File: src/rtl/kens_pkg.sv
`timescale 1ns / 1ps
// Shared types and constants for the Kepler equation Newton solver.
// No dependencies; imported by the controller, datapath and top level.
package kens_pkg;

   // Q.32 angle / residual word, CORDIC x-y word (signed Q3.30), divisor word
   localparam int A32_W       = 40;
   localparam int XY_W        = 34;
   localparam int DEN_W       = 34;
   localparam int ECC_W       = 32;
   localparam int ITER_W      = 8;
   localparam int TOL_W       = 16;
   localparam int CSR_IDX_W   = 2;
   localparam int STEP_IDX_W  = 6;
   localparam int CORDIC_STEPS = 32;

   localparam logic signed [A32_W-1:0] ONE_Q32     = 40'sh100000000;
   localparam logic signed [A32_W-1:0] PI_Q32      = 40'sh3243F6A89;
   localparam logic signed [A32_W-1:0] HALF_PI_Q32 = 40'sh1921FB544;
   localparam logic signed [A32_W-1:0] TWO_PI_Q32  = 40'sh6487ED511;
   localparam logic signed [XY_W-1:0]  CORDIC_GAIN_Q30 = 34'sh026DD3B6A;

   typedef enum logic [CSR_IDX_W-1:0] {
      CSR_ITERATION_LIMIT    = 2'd0,
      CSR_RELATIVE_TOLERANCE = 2'd1
   } kens_csr_type;

   typedef struct packed {
      logic                  load;
      logic                  start;
      logic                  reduce;
      logic                  fold;
      logic                  cordic;
      logic                  mul_sin;
      logic                  mul_cos;
      logic                  resid;
      logic                  div_init;
      logic                  div_step;
      logic                  update;
      logic                  test_mul;
      logic                  advance;
      logic                  out_load;
      logic [STEP_IDX_W-1:0] step_idx;
   } kens_cmd_type;

   typedef struct packed {
      logic in_range;
      logic clamp;
      logic pass;
   } kens_status_type;

   // atan(2^-i) in Q.32, rounded
   function automatic logic [A32_W-1:0] atan_q32(input logic [4:0] idx);
      logic [A32_W-1:0] val;
      case (idx)
         5'd0:    val = 40'hC90FDAA2;
         5'd1:    val = 40'h76B19C16;
         5'd2:    val = 40'h3EB6EBF2;
         5'd3:    val = 40'h1FD5BA9B;
         5'd4:    val = 40'h0FFAADDC;
         5'd5:    val = 40'h07FF556F;
         5'd6:    val = 40'h03FFEAAB;
         5'd7:    val = 40'h01FFFD55;
         5'd8:    val = 40'h00FFFFAB;
         5'd9:    val = 40'h007FFFF5;
         5'd10:   val = 40'h003FFFFF;
         default: val = A32_W'(64'd1 << (6'd32 - {1'b0, idx}));
      endcase
      return val;
   endfunction

endpackage

File: src/rtl/kens_ctrl.sv
`timescale 1ns / 1ps
// Sequencer for the Newton solver: iteration, CORDIC and divider step counts.
// Depends on kens_pkg; drives kens_datapath through kens_cmd_type.
module kens_ctrl
   import kens_pkg::*;
#(
   parameter int ANGLE_WIDTH    = 32,
   parameter int MAX_ITERATIONS = 200
) (
   input  logic                  clock,
   input  logic                  reset,
   input  logic                  req_valid,
   output logic                  req_ready,
   input  logic [ITER_W-1:0]     iteration_limit,
   input  logic                  out_free,
   input  kens_status_type       status,
   output kens_cmd_type          cmd,
   output logic [ITER_W-1:0]     iter_count,
   output logic                  conv_flag
);

   localparam int DIV_STEPS = ANGLE_WIDTH + 2;

   typedef enum logic [13:0] {
      S_IDLE     = 14'h0001,
      S_START    = 14'h0002,
      S_REDUCE   = 14'h0004,
      S_FOLD     = 14'h0008,
      S_CORDIC   = 14'h0010,
      S_MUL_S    = 14'h0020,
      S_MUL_C    = 14'h0040,
      S_RESID    = 14'h0080,
      S_DIV_INIT = 14'h0100,
      S_DIV      = 14'h0200,
      S_UPDATE   = 14'h0400,
      S_TEST_MUL = 14'h0800,
      S_TEST     = 14'h1000,
      S_FINISH   = 14'h2000
   } kens_state_type;

   kens_state_type        state_ff, state_in;
   logic [STEP_IDX_W-1:0] cnt_ff, cnt_in;
   logic [ITER_W-1:0]     iter_ff, iter_in;
   logic                  conv_ff, conv_in;
   logic [ITER_W-1:0]     lim;

   always_comb begin
      if (iteration_limit == '0) begin
         lim = ITER_W'(1);
      end else if (iteration_limit > ITER_W'(MAX_ITERATIONS)) begin
         lim = ITER_W'(MAX_ITERATIONS);
      end else begin
         lim = iteration_limit;
      end
   end

   always_comb begin
      cmd       = '0;
      cmd.step_idx = cnt_ff;
      req_ready = 1'b0;
      state_in  = state_ff;
      cnt_in    = cnt_ff;
      iter_in   = iter_ff;
      conv_in   = conv_ff;
      case (state_ff)
         S_IDLE: begin
            req_ready = 1'b1;
            if (req_valid) begin
               cmd.load = 1'b1;
               iter_in  = ITER_W'(1);
               state_in = S_START;
            end
         end
         S_START: begin
            cmd.start = 1'b1;
            state_in  = S_REDUCE;
         end
         S_REDUCE: begin
            cmd.reduce = 1'b1;
            if (status.in_range) state_in = S_FOLD;
         end
         S_FOLD: begin
            cmd.fold = 1'b1;
            cnt_in   = '0;
            state_in = S_CORDIC;
         end
         S_CORDIC: begin
            cmd.cordic = 1'b1;
            cnt_in     = cnt_ff + STEP_IDX_W'(1);
            if (cnt_ff == STEP_IDX_W'(CORDIC_STEPS - 1)) state_in = S_MUL_S;
         end
         S_MUL_S: begin
            cmd.mul_sin = 1'b1;
            state_in    = S_MUL_C;
         end
         S_MUL_C: begin
            cmd.mul_cos = 1'b1;
            state_in    = S_RESID;
         end
         S_RESID: begin
            cmd.resid = 1'b1;
            state_in  = S_DIV_INIT;
         end
         S_DIV_INIT: begin
            cmd.div_init = 1'b1;
            cnt_in       = '0;
            state_in     = S_DIV;
         end
         S_DIV: begin
            // huge step: skip the long division, the datapath uses the clamp
            if (status.clamp) begin
               state_in = S_UPDATE;
            end else begin
               cmd.div_step = 1'b1;
               cnt_in       = cnt_ff + STEP_IDX_W'(1);
               if (cnt_ff == STEP_IDX_W'(DIV_STEPS - 1)) state_in = S_UPDATE;
            end
         end
         S_UPDATE: begin
            cmd.update = 1'b1;
            state_in   = S_TEST_MUL;
         end
         S_TEST_MUL: begin
            cmd.test_mul = 1'b1;
            state_in     = S_TEST;
         end
         S_TEST: begin
            if (status.pass) begin
               conv_in  = 1'b1;
               state_in = S_FINISH;
            end else if (iter_ff >= lim) begin
               conv_in  = 1'b0;
               state_in = S_FINISH;
            end else begin
               cmd.advance = 1'b1;
               iter_in     = iter_ff + ITER_W'(1);
               state_in    = S_START;
            end
         end
         S_FINISH: begin
            if (out_free) begin
               cmd.out_load = 1'b1;
               state_in     = S_IDLE;
            end
         end
         default: begin
            state_in = S_IDLE;
         end
      endcase
   end

   always_ff @(posedge clock) begin
      if (reset) begin
         state_ff <= S_IDLE;
         cnt_ff   <= '0;
         iter_ff  <= ITER_W'(1);
         conv_ff  <= 1'b0;
      end else begin
         state_ff <= state_in;
         cnt_ff   <= cnt_in;
         iter_ff  <= iter_in;
         conv_ff  <= conv_in;
      end
   end

   assign iter_count = iter_ff;
   assign conv_flag  = conv_ff;

   a_cordic_count: assert property (@(posedge clock) disable iff (reset)
      (state_ff == S_CORDIC) |-> (cnt_ff < STEP_IDX_W'(CORDIC_STEPS)))
      else $error("CORDIC step count out of range");

   a_accept_starts: assert property (@(posedge clock) disable iff (reset)
      (req_valid && req_ready) |=> (state_ff == S_START && iter_ff == ITER_W'(1)))
      else $error("accepted request did not start iteration one");

   a_out_slot: assert property (@(posedge clock) disable iff (reset)
      cmd.out_load |-> out_free)
      else $error("result loaded into a full output register");

   a_iter_bound: assert property (@(posedge clock) disable iff (reset)
      (state_ff != S_IDLE) |-> (iter_ff <= lim && iter_ff != '0))
      else $error("iteration count beyond limit");

   a_iter_advance: assert property (@(posedge clock) disable iff (reset)
      (state_ff == S_TEST && !status.pass && iter_ff < lim) |=>
      (state_ff == S_START && iter_ff == $past(iter_ff) + ITER_W'(1)))
      else $error("iteration did not advance");

endmodule

File: config.mk
export PLATFORM = sky130hd
export DESIGN_NAME = kens_ctrl
export DESIGN_NICKNAME = d
export VERILOG_FILES = /design/src/rtl/kens_pkg.sv /design/src/rtl/kens_ctrl.sv
export SDC_FILE = /design/constraint.sdc
export NUM_CORES = 1
export LEC_CHECK = 0
export BUFFER_PORTS_ARGS = -buffer_cell sky130_fd_sc_hd__buf_2
export CAP_MARGIN = 30
export CELL_PAD_IN_SITES_DETAIL_PLACEMENT = 1
export CELL_PAD_IN_SITES_GLOBAL_PLACEMENT = 1
export CORE_MARGIN = 2
export CORE_UTILIZATION = 40
export DETAILED_ROUTE_END_ITERATION = 6
export HOLD_SLACK_MARGIN = 0.06
export PLACE_DENSITY = 0.78
export REMOVE_ABC_BUFFERS = 1
export SKIP_LAST_GASP = 1
export SYNTH_ARGS = -nofsm -noshare
export SYNTH_HDL_FRONTEND = slang
export SYNTH_SLANG_ARGS = --single-unit
File: constraint.sdc
create_clock -name clock -period 3.34 [get_ports clock]
set_input_delay 0.167 -clock clock [delete_from_list [all_inputs] [get_ports clock]]
set_output_delay 0.167 -clock clock [all_outputs]
set_load 0.005 [all_outputs]
# == After elaboration in Yosys (flattened, before gate mapping) ==
# Index checks and enable logic that the tools add are counted.
# totals
latchBits,0
rom_bits,0
ff_bits,29
n_memories,0
inputBits,15
ramBits,0
elab_cells,80
# op_classes
magnitude_cmp,2
n_reduce_logical,9
addsub,2
multipliers,0
n_bitwise,0
eq_ne,24
shifts,0
div,0
mux,39
# ops
op,n
one-hot mux 14 bit (14 select lines),1
two-way mux 14 bit,8
two-way mux 8 bit,5
two-way mux 1 bit,22
one-hot mux 6 bit (3 select lines),1
one-hot mux 8 bit (2 select lines),1
"equality test 14 x 1 -> 1 bit, second input constant",1
"equality test 14 x 10 -> 1 bit, second input constant",1
"equality test 14 x 11 -> 1 bit, second input constant",1
"equality test 14 x 12 -> 1 bit, second input constant",1
"equality test 14 x 13 -> 1 bit, second input constant",1
"equality test 14 bit, second input constant",1
"equality test 14 x 2 -> 1 bit, second input constant",1
"equality test 14 x 3 -> 1 bit, second input constant",1
"equality test 14 x 4 -> 1 bit, second input constant",1
"equality test 14 x 5 -> 1 bit, second input constant",1
"equality test 14 x 6 -> 1 bit, second input constant",1
"equality test 14 x 7 -> 1 bit, second input constant",1
"equality test 14 x 8 -> 1 bit, second input constant",1
"equality test 14 x 9 -> 1 bit, second input constant",1
"!= test 2 bit, second input constant",7
"adder 8 x 1 -> 8 bit, second input constant",1
greater-or-equal comparator 8 bit,1
"greater-than comparator 8 bit, second input constant",1
12 further kinds,14

# == Longest topological paths before layout ==
# logic_depth
word_depth,7
depth_mapped,11

# == Worst setup path before layout ==
# No wires, ideal clock.
# synth_timing
kind,input -> register
startpoint,input port iteration_limit[4]
endpoint,"register iter_ff[3], in the netlist iter_count[3]"
stages,10
setup_ns,0.127
setup_slack_ns,0.933
t_arrival_ns,2.280
cell_sequence,nor3_1 a21oi_1 o21ai_0 ha_1 nand2b_1 a2111oi_0 or4_1 a31oi_2 o311ai_1 o21ai_1
# synth_via
elab_chain_len,6
word_cells_on_any_way,7
cone_classes,order compare (2); eq/ne (1); mux (2); reduce/logical (2)
# synth_rtl
element,line_no,rtl
"start, declared",kens_ctrl.sv:14,"input logic [ITER_W-1:0] iteration_limit,"
greater-than comparator 8 bit,kens_ctrl.sv:50,end else if (iteration_limit > ITER_W'(MAX_ITERATIONS)) begin
two-way mux 8 bit,kens_ctrl.sv:50,
two-way mux 8 bit *,kens_ctrl.sv:48,if (iteration_limit == '0) begin
greater-or-equal comparator 8 bit *,kens_ctrl.sv:131,end else if (iter_ff >= lim) begin
!= test 2 bit (no line) *,n/a,
AND reduction 4 bit (no line) *,n/a,
"end signal, assigned",kens_ctrl.sv:161,iter_ff <= iter_in;
"end, declared",kens_ctrl.sv:43,"logic [ITER_W-1:0] iter_ff, iter_in;"
# Every way passes the cells marked *; elsewhere a longest branch is shown, timed or not.
# A chain may end at the register's enable or synchronous reset.

==> Flow_metrics.wiki <==
{| class="wikitable"
! Metric !! Value
|-
| Run status || completed
|-
| Total iterations of the first detailed-routing run || 4
|-
| Cell type with the largest total area after synthesis || dfxtp_1
|-
| Slowest-stage cell, CP || a2111oi_0
|-
| Maximum clock path buffer count || 2
|-
| Total clock buffers created by CTS || 5
|-
| Number of hold violations in the final report || 0
|-
| Most used cell, CP || buf_2
|-
| Post-route clock period utilization || 0.863
|-
| Met3 layer wire length in the routed design || 179 um
|-
| Maxcap violations || 0
|-
| Slew Limit Headroom || 0.524
|-
| Fraction of registers with async set/reset || 0
|-
| Netlist Area Pre-Place || 1950 um2
|-
| Total GRT Usage || 0.215
|-
| H-tree level count || 2
|-
| Buffers on Ports || 44
|-
| Hold buffer count at CTS || 0
|-
| Power share of the sequential group || 0.418
|-
| Num Clock Sinks || 29
|-
| Endpoint class of the critical path || output pin
|-
| Worst clock skew || 0.00625 ns
|-
| Peak supply drop || about 0.25 mV
|-
| DR vias/cell || 5.55
|-
| Required time of the worst setup path || between 3 and 4 ns
|-
| Global route overflow || 0
|-
| Largest net degree at the start of global routing || 13
|-
| Category of the most critical setup path || input pin to output pin
|-
| I/O pins || 45
|-
| Switching fraction of total power || 0.354
|-
| Most common cell after layout, fill and taps aside || buf_2
|-
| Uppermost layer routed || met4
|-
| Area growth from synthesis to final layout || 17.1%
|-
| Max Freq || about 350 MHz
|-
| Area inside the core boundary || around 4700 um2
|-
| Met1 wire length || 2.76 mm
|-
| Initial Utilization || 0.413
|-
| Unique masters post-synth || 54
|-
| Most area-consuming cells after synthesis || dfxtp_1 (30%), ha_1 (7.1%), nor2_1 (6.2%)
|-
| Clock transition time at the flip-flop clock pins of the worst setup and hold paths || 0.07 ns
|-
| Die Height || roughly 74 um
|-
| Average footprint of a synthesized cell || 8.37 um2
|-
| Remaining DRCs || 0
|-
| Count of buffer and inverter cells on the critical path || 2
|-
| Number of antenna violations at the first check in global routing || 0
|-
| Via count of the routed design || between 1,500 and 2,000
|-
| Yosys warns || 0
|-
| Internal power consumption || between 0.5 and 0.6 mW
|-
| Post-synth top flop || dfxtp_1
|-
| Post-Syn Instances || 233
|-
| Net switching component of the power || about 0.33 mW
|-
| Worst-Margin Slew || 0.712 ns
|-
| Sum of routed wire length over all layers || 5.49 mm
|-
| Global placer's final weighted congestion || roughly 0.83
|-
| Gate power share || 0.276
|-
| Clock insertion delay at the later pin of the skew report || 0.28 ns
|-
| CP delay by family, top || simple AND/OR/NAND/NOR gates
|-
| Final setup violation count || 0
|-
| CTS tree || built
|-
| Vias in the first global route || 1,879
|-
| Critical path launch point type || input pin
|-
| Number of rows in the core area || 25
|-
| CP max FO || 6
|-
| Horizontal die dimension || 73.8 um
|-
| Tmin final || between 2 and 3 ns
|-
| Share of the synthesized area in the top cell type || 0.298
|-
| Delay of the slowest critical-path stage || between 0.5 and 0.6 ns
|-
| Initial detailed-routing violation count || 91
|-
| Setup Fix Bufs, Post-CTS || 0
|-
| Static leakage power || between 1 and 1.5 nW
|-
| Share of post-route cells with drive strength above 1 || 0.242
|-
| Final max-slew violation count || 0
|-
| Worst min-delay path class || input pin to register
|-
| ANT cells || 0
|-
| Ordered list of cells on the worst path || buf_2 -> nor3_1 -> a21oi_1 -> o21ai_0 -> ha_1 -> nand2b_1 -> a2111oi_0 -> or4_1 -> and3_1 -> buf_2
|-
| Part of the Yosys area used for sequential elements || 0.298
|-
| Cell at the root of the clock tree || clkbuf_8
|-
| Number of nets in the final layout || slightly above 300
|-
| Remaining antenna violation count after routing || 0
|-
| Number of synthesized flops with an enable pin || 0
|-
| Count of cells resized by post-cts repair || 0
|-
| Met2 routed WL || 2.51 mm
|-
| Tot Pwr || 0.923 mW
|-
| Total power density per cell area || 404 nW/um2
|-
| RSZ-0062 raised after global routing || no
|-
| Wire length of the first global-routing pass || 9.04 mm
|-
| Most frequent cells in the layout || buf_2 (44), nor2_1 (32), dfxtp_1 (29)
|-
| Total Neg Setup Slack || 0 ns
|-
| DP HPWL || 4.03 mm
|-
| Detailed-route wire length per cell || roughly 16 um
|-
| Number of synthesized register bits || 29
|-
| Die area || 5450 um2
|-
| Clock network fraction of design power || 0.306
|-
| Signal arrival time at the worst endpoint || 2.71 ns
|}
## layer usage
layer | up-vias | GRT usage
met5 | - | 0
met4 | 0 | 0.0586
met3 | 4 | 0.0494
met2 | 32 | 0.331
met1 | 931 | 0.301
li1 | 943 | -
## worst reg2reg max path: stages (launching register included)
cell and delay (ns):
dfxtp_1 0.44, inv_1 0.07, ha_1 0.29, nand2b_1 0.15
a2111oi_0 0.56, or4_1 0.26, a31oi_2 0.20, o311ai_1 0.35
o21ai_1 0.11
## synthesized netlist by cell type, drive strengths merged (5+ instances only)
| cell type | n |
|---|---|
| nand3 | 5 |
| nand2b | 6 |
| nor4 | 6 |
| nand4 | 10 |
| inv | 9 |
| nor4b | 6 |
| a21oi | 6 |
| nor3 | 9 |
| buf | 5 |
| xor2 | 6 |
| dfxtp | 29 |
| ha | 11 |
| and3 | 6 |
| o21ai | 16 |
| nor2 | 32 |
| nand2 | 15 |
| nand3b | 6 |
| and2 | 5 |
| nor3b | 6 |
## through the flow
stage	hold WS, ns	setup slack, ns	cell area, um2	utilization	std cells
after floorplan	0.236	0.933	1890	-	224
after global placement	0.441	0.592	2200	0.466	336
after detailed placement	0.452	0.358	2200	0.466	336
after CTS	0.147	0.416	2280	0.483	344
after global routing	0.167	0.120	2280	0.483	344
final	0.152	0.459	2280	0.483	344
## path summary, 6_finish.rpt
check / start / to / slack (ns) / cells after the start
hold / removal: status[0] / conv_flag$_SDFFE_PP0P_ / 0.15 / 3
setup reg to reg: iter_count[0]$_SDFFE_PP1P_ / iter_count[3]$_SDFFE_PP0P_ / 0.78 / 8
hold reg to reg: conv_flag$_SDFFE_PP0P_ / conv_flag$_SDFFE_PP0P_ / 0.51 / 2
setup / recovery: iteration_limit[4] / cmd[7] / 0.46 / 10
## power groups by stage
stage / registers (mW) / clock network, mW / logic, mW
2_1_floorplan: 0.387 / 0 / 0.174
3_3_place_gp: 0.392 / 0 / 0.244
3_5_place_dp: 0.393 / 0 / 0.249
4_1_cts: 0.386 / 0.291 / 0.254
5_1_grt: 0.389 / 0.310 / 0.284
6_report: 0.386 / 0.283 / 0.254
## cell type report
cell class	count	area, um2
clock inverters	2	10.0
inverters	9	33.8
fillers	612	2440
well taps	67	83.8
flip-flops and latches	29	581
clock buffers	6	72.6
multi-input cells	186	1270
repair buffers	45	228
## flip-flops by register name, summed over array words and instances, names as in the netlist
| register | cells |
|---|---|
| cnt_ff | 6 |
| conv_flag | 1 |
| iter_count | 8 |
| state_ff | 14 |
## cell families after synthesis
| family | synth area share |
|---|---|
| adder cells (fa/ha/maj) | 0.0706 |
| buffers and inverters | 0.0481 |
| AO/OA/AOI/OAI | 0.146 |
| AND/OR/NAND/NOR | 0.393 |
| XOR/XNOR | 0.0449 |
| flip-flops | 0.298 |
No activity file was read; power rests on OpenSTA's default activity.
